--- config.mk ---
export PLATFORM = sky130hd
export DESIGN_NAME = bcdrtc_check
export DESIGN_NICKNAME = d
export VERILOG_FILES = /design/src/bcdrtc_pkg.sv /design/src/bcdrtc_check.sv
export SDC_FILE = /design/constraint.sdc
export NUM_CORES = 1
export LEC_CHECK = 0
export BUFFER_PORTS_ARGS = -buffer_cell sky130_fd_sc_hd__buf_4
export CORE_ASPECT_RATIO = 0.7
export CORE_MARGIN = 3
export CORE_UTILIZATION = 52
export DETAILED_ROUTE_END_ITERATION = 6
export GPL_TIMING_DRIVEN = 0
export PLACE_DENSITY = 0.95
export SYNTH_ARGS = -nofsm -noshare
export SYNTH_HDL_FRONTEND = slang
export SYNTH_SLANG_ARGS = --single-unit
--- constraint.sdc ---
create_clock -name vclk -period 3.5
set_input_delay 0.175 -clock vclk [all_inputs]
set_output_delay 0.175 -clock vclk [all_outputs]
set_load 0.03 [all_outputs]
--- src/bcdrtc_pkg.sv ---
// Shared types, constants and BCD helper functions for the RTC reading checker.
package bcdrtc_pkg;

  localparam int unsigned ByteW    = 8;
  localparam int unsigned BitIdxW  = 3;
  localparam int unsigned CfgIdxW  = 2;
  localparam int unsigned CfgDataW = 8;
  localparam int unsigned ValW     = 7;

  localparam logic [CfgIdxW-1:0] CfgPowerIdx  = 2'd0;
  localparam logic [CfgIdxW-1:0] CfgMode24Idx = 2'd1;

  localparam logic [BitIdxW-1:0] PowerIdxRst  = 3'd7;
  localparam logic [BitIdxW-1:0] Mode24IdxRst = 3'd6;

  localparam logic [ValW-1:0] MonthMax  = 7'd12;
  localparam logic [ValW-1:0] HourMax   = 7'd24;
  localparam logic [ValW-1:0] MinSecMax = 7'd60;
  localparam logic [3:0]      MonthFeb  = 4'd2;
  localparam logic [3:0]      DigitMax  = 4'd9;

  typedef struct packed {
    logic [ByteW-1:0] status_byte;
    logic [ByteW-1:0] year_bcd;
    logic [ByteW-1:0] month_bcd;
    logic [ByteW-1:0] day_bcd;
    logic [ByteW-1:0] hour_bcd;
    logic [ByteW-1:0] minute_bcd;
    logic [ByteW-1:0] second_bcd;
  } reading_t;

  typedef struct packed {
    logic [BitIdxW-1:0] power_idx;
    logic [BitIdxW-1:0] mode24_idx;
  } cfg_t;

  typedef struct packed {
    logic power_failed;
    logic twelve_hour_mode;
    logic year_bad;
    logic month_bad;
    logic day_bad;
    logic hour_bad;
    logic minute_bad;
    logic second_bad;
  } flags_t;

  function automatic logic bcd_ok(input logic [ByteW-1:0] b);
    return (b[7:4] <= DigitMax) && (b[3:0] <= DigitMax);
  endfunction

  function automatic logic [ValW-1:0] bcd_val(input logic [ByteW-1:0] b);
    logic [ValW-1:0] tens;
    logic [ValW-1:0] units;
    tens  = {3'b000, b[7:4]};
    units = {3'b000, b[3:0]};
    return (tens * 7'd10) + units;
  endfunction

  function automatic logic [4:0] month_len(input logic [3:0] m);
    logic [4:0] len;
    unique case (m)
      4'd2:                      len = 5'd28;
      4'd4, 4'd6, 4'd9, 4'd11:   len = 5'd30;
      default:                   len = 5'd31;
    endcase
    return len;
  endfunction

endpackage

--- src/bcdrtc_check.sv ---
// Combinational validity checks on one registered RTC reading.
module bcdrtc_check (
  input  bcdrtc_pkg::reading_t rd,
  input  bcdrtc_pkg::cfg_t     cfg,
  output bcdrtc_pkg::flags_t   flags
);

  logic                         year_ok;
  logic                         month_ok;
  logic                         day_ok;
  logic [bcdrtc_pkg::ValW-1:0]  year_v;
  logic [bcdrtc_pkg::ValW-1:0]  month_v;
  logic [bcdrtc_pkg::ValW-1:0]  day_v;
  logic [4:0]                   len;
  logic                         leap;

  always_comb begin
    year_ok  = bcdrtc_pkg::bcd_ok(rd.year_bcd);
    day_ok   = bcdrtc_pkg::bcd_ok(rd.day_bcd);
    year_v   = bcdrtc_pkg::bcd_val(rd.year_bcd);
    month_v  = bcdrtc_pkg::bcd_val(rd.month_bcd);
    day_v    = bcdrtc_pkg::bcd_val(rd.day_bcd);
    month_ok = bcdrtc_pkg::bcd_ok(rd.month_bcd) && (month_v != '0) &&
               (month_v <= bcdrtc_pkg::MonthMax);
    leap     = year_ok && (year_v[1:0] == 2'b00);
    len      = bcdrtc_pkg::month_len(month_v[3:0]);
    if ((month_v[3:0] == bcdrtc_pkg::MonthFeb) && leap) begin
      len = len + 5'd1;
    end

    flags.power_failed     = rd.status_byte[cfg.power_idx];
    flags.twelve_hour_mode = ~rd.status_byte[cfg.mode24_idx];
    flags.year_bad         = ~year_ok;
    flags.month_bad        = ~month_ok;
    flags.day_bad          = ~day_ok || (month_ok && (day_v > {2'b00, len}));
    flags.hour_bad         = ~bcdrtc_pkg::bcd_ok(rd.hour_bcd) ||
                             (bcdrtc_pkg::bcd_val(rd.hour_bcd) > bcdrtc_pkg::HourMax);
    flags.minute_bad       = ~bcdrtc_pkg::bcd_ok(rd.minute_bcd) ||
                             (bcdrtc_pkg::bcd_val(rd.minute_bcd) > bcdrtc_pkg::MinSecMax);
    flags.second_bad       = ~bcdrtc_pkg::bcd_ok(rd.second_bcd) ||
                             (bcdrtc_pkg::bcd_val(rd.second_bcd) > bcdrtc_pkg::MinSecMax);
  end

endmodule

==> flow_summary.yaml, run 1 <==
outcome:
  status: "finished clean"
die:
  num_rows: 14
  die_w_um: 65.6
  floorplan.initialDensity_pct: 57.2
  top_level_ports: 70
  die-area_mm2: 0.00313
  core-area_mm2: 0.00226
  chipHeight_um: 47.7
layout:
  fin_nets: 317
  drive_above_1_share_pct: 36.0
  final_common_cell: "buf_4"
  regArea_um2: 0
  area_growth_pct: 43.8
  seq_cells: 0
  nFillCells: 155
  antenna_cells: 0
  fin_area_mm2: 0.00186
  fin_cells: 243
  nClkBuffers: 0
  final_cell_mix: "buf_4 (70), ha_1 (32), o21ai_0 (15), fa_1 (10)"
worst_hold_path:
  min_from: "cfg[2]"
  hold_class: "in -> out"
  min_to: "flags[6]"
  holdPathStages: 3
detailed_routing:
  via_per_inst: 5.92
  ant_nets: 0
  drt_iter0_markers: 44
  drt_first_pass_iters: 4
  routed_wl_um: 3850
  vias: 1439
  avgRoutedWirePerCell_um: 15.8
  drc: 0
clock_network:
  cts_hold_buf: 0
  cts_setup_buffers: 0
  cts_resized: 0
worst_setup_path:
  crit_buf_inv: 2
  cp-end-kind: "primary output"
  crit_family: "adder cells"
  crit_arrival_ns: 2.97
  crit_slowest_cell: "fa_1"
  critical_path.max_stage_delay_ns: 0.41
  cp-start-kind: "input pin"
  cp.required_ns: 3.32
  path_cells: "buf_4, ha_1, fa_1, xor2_1, nor4b_1, ha_1, nor2b_1, o2111ai_1, o22ai_1, a211oi_1, o211ai_1, buf_4"
  crit_type: "in -> out"
  cp_max_fo: 5
global_routing:
  track_usage_pct: 25.3
  grt_max_degree: 6
  antenna_found_initial: 0
  grt-ovfl-total: 0
  grt_pass1_vias: 1527
  grt_pass1_wl_um: 6270
sta:
  rsz0062_at_grt: "no"
  worstMarginPinSlew_ns: 0.420
  hold_viol_final: 0
  setup-tns-final_ns: 0
  fin_crit_sh_pct: 90.0
  maxSlewHeadroom_pct: 71.6
  maxSlewViolCount: 0
  fin_crit_ns: 3.15
  setup_ws_ns: 0.351
  setup_viol: 0
  max_freq_ghz: 0.318
logic_synthesis:
  syn_area_mm2: 0.00129
  synth_cell_types: 30
  synth_warnings: 0
  synth_fp_nets: 245
  synthCells: 141
  avgSynthCellArea_um2: 9.17
  ys_seq_area_share_pct: 0
placed_design:
  dpl-instance-area_mm2: 0.00186
  dpl.hpwl_um: 3530
  gp_congestion: 0.866
  dp_slack_ns: 0.378
  port_buffers: 70
  dpl.cell_count: 243
power_and_ir_drop:
  p_per_area_mw_per_mm2: 173
  p_leak_nw: 0.917
  power_w: 0.000321
  ir_drop_mv: 0.110
run:
  cap_violations: 0
-- worst max-delay path by stage --
stage | start | cells past startpoint | endpoint | slack, ns
6_report | rd[33] | 12 | flags[3] | 0.35
5_1_grt | rd[33] | 12 | flags[3] | 0.17
4_1_cts | rd[33] | 12 | flags[3] | 0.39
3_5_place_dp | rd[33] | 12 | flags[3] | 0.38
3_3_place_gp | rd[33] | 12 | flags[3] | 0.53
2_1_floorplan | rd[37] | 6 | flags[3] | 0.76
-- synth_stat cells --
master     number  area share, %
xor2_1          9            6.1
mux2_2          1           0.87
maj3_1          1           0.77
nor3_1          2           0.77
mux2i_1         1           0.77
mux4_2          4            7.0
xnor2_1         7            4.7
nand4_1         1           0.48
nand2_1         8            2.3
o31ai_1         1           0.58
a211oi_2        1           0.97
inv_1           6            1.7
o41ai_1         1           0.68
o2111ai_1       5            3.4
a21o_1          4            2.3
a211oi_1        3            1.7
a21oi_1         5            1.9
o211ai_1        4            2.3
nor4_1          1           0.48
a2111o_1        1           0.87
nor2_1          9            2.6
o22ai_1         1           0.48
ha_1           32             31
nor2b_1         2           0.97
fa_1           10             15
o21ai_0        15            5.8
nor4b_1         1           0.68
or3_1           1           0.48
a31oi_1         1           0.48
nand3_1         3            1.2
-- metal layers --
metal	routed length, µm	GRT usage [%]
met5	0	0
met4	96	10.7
met3	315	4.23
met2	2000	50.3
met1	1430	27.6
-- stage by stage --
step                utilization [%]  hold slack, ns
global route                   82.2           0.669
global placement               82.2           0.652
floorplan                         -           0.558
CTS                            82.2           0.658
finish                         82.2           0.657
detailed placement             82.2           0.658
-- worst min-delay path, delay by kind of cell --
family,cells,cell delay (ns)
buffers and inverters,2,0.24
muxes,1,0.06
-- kinds of logic after synthesis --
| group | share of synthesized area, % |
|---|---|
| multiplexers | 8.62 |
| buffers and inverters | 1.74 |
| AND/OR/NAND/NOR | 9.97 |
| XOR/XNOR | 10.8 |
| adder cells (fa/ha/maj) | 47.2 |
| AO/OA/AOI/OAI | 21.6 |
-- area by class of cell --
| type | instances | area [µm²] | area share (%) |
|---|---|---|---|
| Inverter | 6 | 22.5 | 1.21 |
| Timing Repair Buffer | 70 | 526 | 28.3 |
| Tap cell | 32 | 40.0 | 2.15 |
| Multi-Input combinational cell | 135 | 1270 | 68.4 |
-- where the power goes --
part           total, W  leakage, nW  internal (W)  switching, W
Clock                 0            0             0             0
Sequential            0            0             0             0
Combinational  0.000321        0.917      0.000158      0.000163
Note: power is estimated with default switching activity, not from simulation.
==> run 2: changes to the inputs <==
ABC_CLOCK_PERIOD_IN_PS = 3500   (was unset)
RECOVER_POWER = 50   (was unset)
==> flow_summary.yaml, run 2 (synthesis results as in run 1) <==
outcome:
  status: "finished clean"
global_routing:
  use_met1_pct: 27.6
  grt_max_degree: 6
  met2_usage_pct: 50.3
  antenna_found_initial: 0
  grt_pass1_vias: 1527
  grt-ovfl-total: 0
  top_usage_layer: "met2"
  met3_usage_pct: 4.23
  track_usage_pct: 25.3
  grt_pass1_wl_um: 6270
die:
  floorplan.initialDensity_pct: 57.2
  core-area_mm2: 0.00226
  top_level_ports: 70
  chipHeight_um: 47.7
  die-area_mm2: 0.00313
  num_rows: 14
  die_w_um: 65.6
worst_setup_path:
  cp-start-kind: "input pin"
  cp_max_fo: 5
  crit_type: "in -> out"
  crit_arrival_ns: 2.97
  cp.required_ns: 3.32
  cp-end-kind: "primary output"
detailed_routing:
  via_per_inst: 5.95
  routed_wl_um: 3860
  drc: 0
  avgRoutedWirePerCell_um: 15.9
  drt_first_pass_iters: 4
  ant_nets: 0
  drt_iter0_markers: 48
  vias: 1446
clock_network:
  cts_resized: 0
  cts_setup_buffers: 0
  cts_hold_buf: 0
sta:
  rsz0062_at_grt: "no"
  maxSlewHeadroom_pct: 71.6
  hold_viol_final: 0
  fin_crit_ns: 3.15
  worstMarginPinSlew_ns: 0.420
  setup_viol: 0
  setup-tns-final_ns: 0
  setup_ws_ns: 0.351
  max_freq_ghz: 0.318
  fin_crit_sh_pct: 90.0
  maxSlewViolCount: 0
power_and_ir_drop:
  intPower_w: 0.000154
  p_per_area_mw_per_mm2: 172
  pwr-share-clk_pct: 0
  sw_frac_of_total_pct: 51.4
  ir_drop_mv: 0.108
  switching_power_w: 0.000163
  power_frac_comb_pct: 100.0
  p_leak_nw: 0.903
  seqPwrFrac_pct: 0
layout:
  nClkBuffers: 0
  area_growth_pct: 42.6
  drive_above_1_share_pct: 34.1
  final_common_cell: "buf_4"
  multi_input_area_mm2: 0.00127
  antenna_cells: 0
  fin_nets: 317
  seq_cells: 0
  nFillCells: 161
  final_cell_mix: "buf_4 (66), ha_1 (32), o21ai_0 (15), fa_1 (10)"
  regArea_um2: 0
worst_hold_path:
  hold_class: "in -> out"
placed_design:
  dpl.hpwl_um: 3530
  dp_slack_ns: 0.378
  gp_congestion: 0.866
  port_buffers: 70
run:
  cap_violations: 0
==> run 2: cell count changes in the layout (fill, tap and decap cells not counted), sizes merged <==
| cell | delta |
|---|---|
| clkbuf | +4 |
| buf | -4 |
==> run 2: through the flow <==
stage                     std cells  cell area (µm²)  total power [W]  hold slack [ns]  util, %
after global placement          243             1860         0.000295            0.652     82.2
after CTS                       243             1860         0.000320            0.658     82.2
after floorplan                 141             1290         0.000191            0.558        -
final                           243             1840         0.000317            0.705     81.6
after global routing            243             1840         0.000353            0.719     81.6
after detailed placement        243             1860         0.000318            0.658     82.2
==> run 2: final timing paths <==
kind	start	end	slack [ns]	depth (start not counted)
min	cfg[2]	flags[6]	0.71	3
max	rd[33]	flags[3]	0.35	12
==> run 2: cell type report <==
cell class	instances	area share, %
Timing Repair Buffer	70	27.7
Inverter	6	1.22
Multi-Input combinational cell	135	68.9
Tap cell	32	2.17
==> run 2: layer usage <==
layer	vias to the layer above	part of all wire [%]
li1	684	-
met1	685	37
met2	67	52
met3	10	8.4
met4	0	2.5
met5	-	0
==> run 2: worst max-delay path, stage by stage <==
cell and delay [ns]:
buf_4 0.12, ha_1 0.23, fa_1 0.41, xor2_1 0.21
nor4b_1 0.41, ha_1 0.32, nor2b_1 0.13, o2111ai_1 0.23
o22ai_1 0.12, a211oi_1 0.28, o211ai_1 0.14, buf_4 0.19
==> run 2: power by group through the flow <==
stage / clock network [W] / registers (W) / logic [W]
after floorplan: 0 / 0 / 0.000191
after global placement: 0 / 0 / 0.000295
after detailed placement: 0 / 0 / 0.000318
after CTS: 0 / 0 / 0.000320
after global routing: 0 / 0 / 0.000353
final: 0 / 0 / 0.000317
==> run 3: changes to the inputs <==
ABC_AREA = 1   (was unset)
CORE_UTILIZATION = 55   (was 52)
==> flow_summary.yaml, run 3 <==
layout:
  fin_nets: 422
  seq_cells: 0
  drive_above_1_share_pct: 24.4
  area_growth_pct: 35.2
  final_cell_mix: "buf_4 (67), nand2_1 (57), inv_1 (42), ha_1 (32), nand3_1 (26)"
  multi_input_area_mm2: 0.00141
  antenna_cells: 0
  nFillCells: 174
  final_common_cell: "buf_4"
  nClkBuffers: 0
  regArea_um2: 0
  fin_util_pct: 82.5
  fin_area_mm2: 0.00214
detailed_routing:
  via_per_inst: 5.38
  drt_iter0_markers: 88
  drt_first_pass_iters: 4
  drc: 0
  avgRoutedWirePerCell_um: 11.6
  vias: 1884
  routed_wl_um: 4070
  ant_nets: 0
die:
  die-area_mm2: 0.00356
  chipHeight_um: 50.8
  top_level_ports: 70
  core-area_mm2: 0.00259
  floorplan.initialDensity_pct: 61.0
  die_w_um: 70.1
  num_rows: 15
global_routing:
  grt_pass1_wl_um: 6760
  track_usage_pct: 22.3
  grt-ovfl-total: 0
  antenna_found_initial: 0
  grt_max_degree: 7
  grt_pass1_vias: 1713
sta:
  worstMarginPinSlew_ns: 0.368
  setup_viol: 0
  fin_crit_sh_pct: 80.4
  max_freq_ghz: 0.355
  fin_crit_ns: 2.82
  setup-tns-final_ns: 0
  rsz0062_at_grt: "no"
  maxSlewViolCount: 0
  maxSlewHeadroom_pct: 75.6
  hold_viol_final: 0
clock_network:
  cts_hold_buf: 0
  cts_setup_buffers: 0
  cts_resized: 0
placed_design:
  gp_congestion: 0.859
  port_buffers: 70
  dpl-instance-area_mm2: 0.00215
  dpl.hpwl_um: 3750
worst_setup_path:
  cp.required_ns: 3.32
  cp-start-kind: "input pin"
  crit_arrival_ns: 2.64
  cp-end-kind: "primary output"
  crit_type: "in -> out"
  cp_max_fo: 3
run:
  cap_violations: 0
logic_synthesis:
  synth_fp_nets: 350
  syn_area_mm2: 0.00158
  synth_cell_types: 29
  yosysMostFrequentCell: "nand2_1"
  yosys.area.top_type: "ha_1"
  post-synth-top-area-fraction_pct: 25.3
  synth_warnings: 0
  ys_seq_area_share_pct: 0
  synthCells: 246
  avgSynthCellArea_um2: 6.42
  synth_area_leaders: "ha_1 (25%), nand2_1 (14%), fa_1 (13%)"
  yosys-top-cells-count: "nand2_1 (57), inv_1 (42), ha_1 (32)"
outcome:
  status: "finished clean"
worst_hold_path:
  hold_class: "in -> out"
  holdPathStages: 3
  min_to: "flags[7]"
  min_from: "cfg[5]"
power_and_ir_drop:
  ir_drop_mv: 0.105
  p_leak_nw: 1.23
  p_per_area_mw_per_mm2: 168
-- run 3: changes by cell type after synthesis, sizes merged, moves of 5 or more --
cell | previous run | this run
xor2 | 9 | 4
nand3 | 3 | 26
nor2 | 9 | 16
nand2 | 8 | 58
a21oi | 5 | 11
o2111ai | 5 | 0
inv | 6 | 44
-- run 3: stage by stage --
stage / std cells / worst slack (ns) / power [W] / hold slack [ns]
global placement: 350 / 0.752 / 0.000341 / 0.681
global route: 350 / 0.521 / 0.000405 / 0.744
floorplan: 246 / 1.08 / 0.000229 / 0.582
CTS: 350 / 0.697 / 0.000361 / 0.685
finish: 350 / 0.685 / 0.000358 / 0.718
detailed placement: 350 / 0.705 / 0.000359 / 0.685
-- run 3: kinds of logic after synthesis --
kind of cell | synth area share, %
multiplexers | 0.713
XOR/XNOR | 4.91
adder cells (fa/ha/maj) | 38.0
AND/OR/NAND/NOR | 32.5
buffers and inverters | 10.7
AO/OA/AOI/OAI | 13.2
-- run 3: worst max-delay path: stages --
cell	delay [ns]
buf_4	0.11
ha_1	0.24
fa_1	0.47
inv_1	0.13
nand2_1	0.12
nor3_4	0.18
nand4_1	0.10
o211ai_1	0.10
ha_1	0.26
nand2_1	0.06
nand2_1	0.05
inv_1	0.04
nand2_1	0.04
nor2_1	0.12
nand3_1	0.08
nand3_1	0.09
nand3_1	0.07
nand2_1	0.06
buf_4	0.16
-- run 3: worst max path at each step --
stage / slack (ns) / start / end / depth (start not counted)
after floorplan: 1.08 / rd[33] / flags[3] / 17
after global placement: 0.75 / rd[33] / flags[3] / 19
after detailed placement: 0.70 / rd[33] / flags[3] / 19
after CTS: 0.70 / rd[33] / flags[3] / 19
after global routing: 0.52 / rd[36] / flags[3] / 21
final: 0.68 / rd[33] / flags[3] / 19
-- run 3: routing by layer --
| metal | wire, µm | global-route usage (%) | vias to the layer above |
|---|---|---|---|
| met5 | 0 | 0 | - |
| met4 | 29 | 3.82 | 0 |
| met3 | 194 | 0.393 | 4 |
| met2 | 2180 | 45.5 | 63 |
| met1 | 1660 | 26.6 | 862 |
| li1 | - | - | 955 |
-- run 3: area by class of cell --
type               instances  share of cell area (%)
multi-input cells        201                    66.0
repair buffers            70                    24.1
inverters                 45                    7.90
well taps                 34                    1.99
-- run 3: report_power, final --
| group | switching, W | total [W] | internal (W) | leakage (nW) |
|---|---|---|---|---|
| registers | 0 | 0 | 0 | 0 |
| logic | 0.000195 | 0.000358 | 0.000163 | 1.23 |
| clock network | 0 | 0 | 0 | 0 |
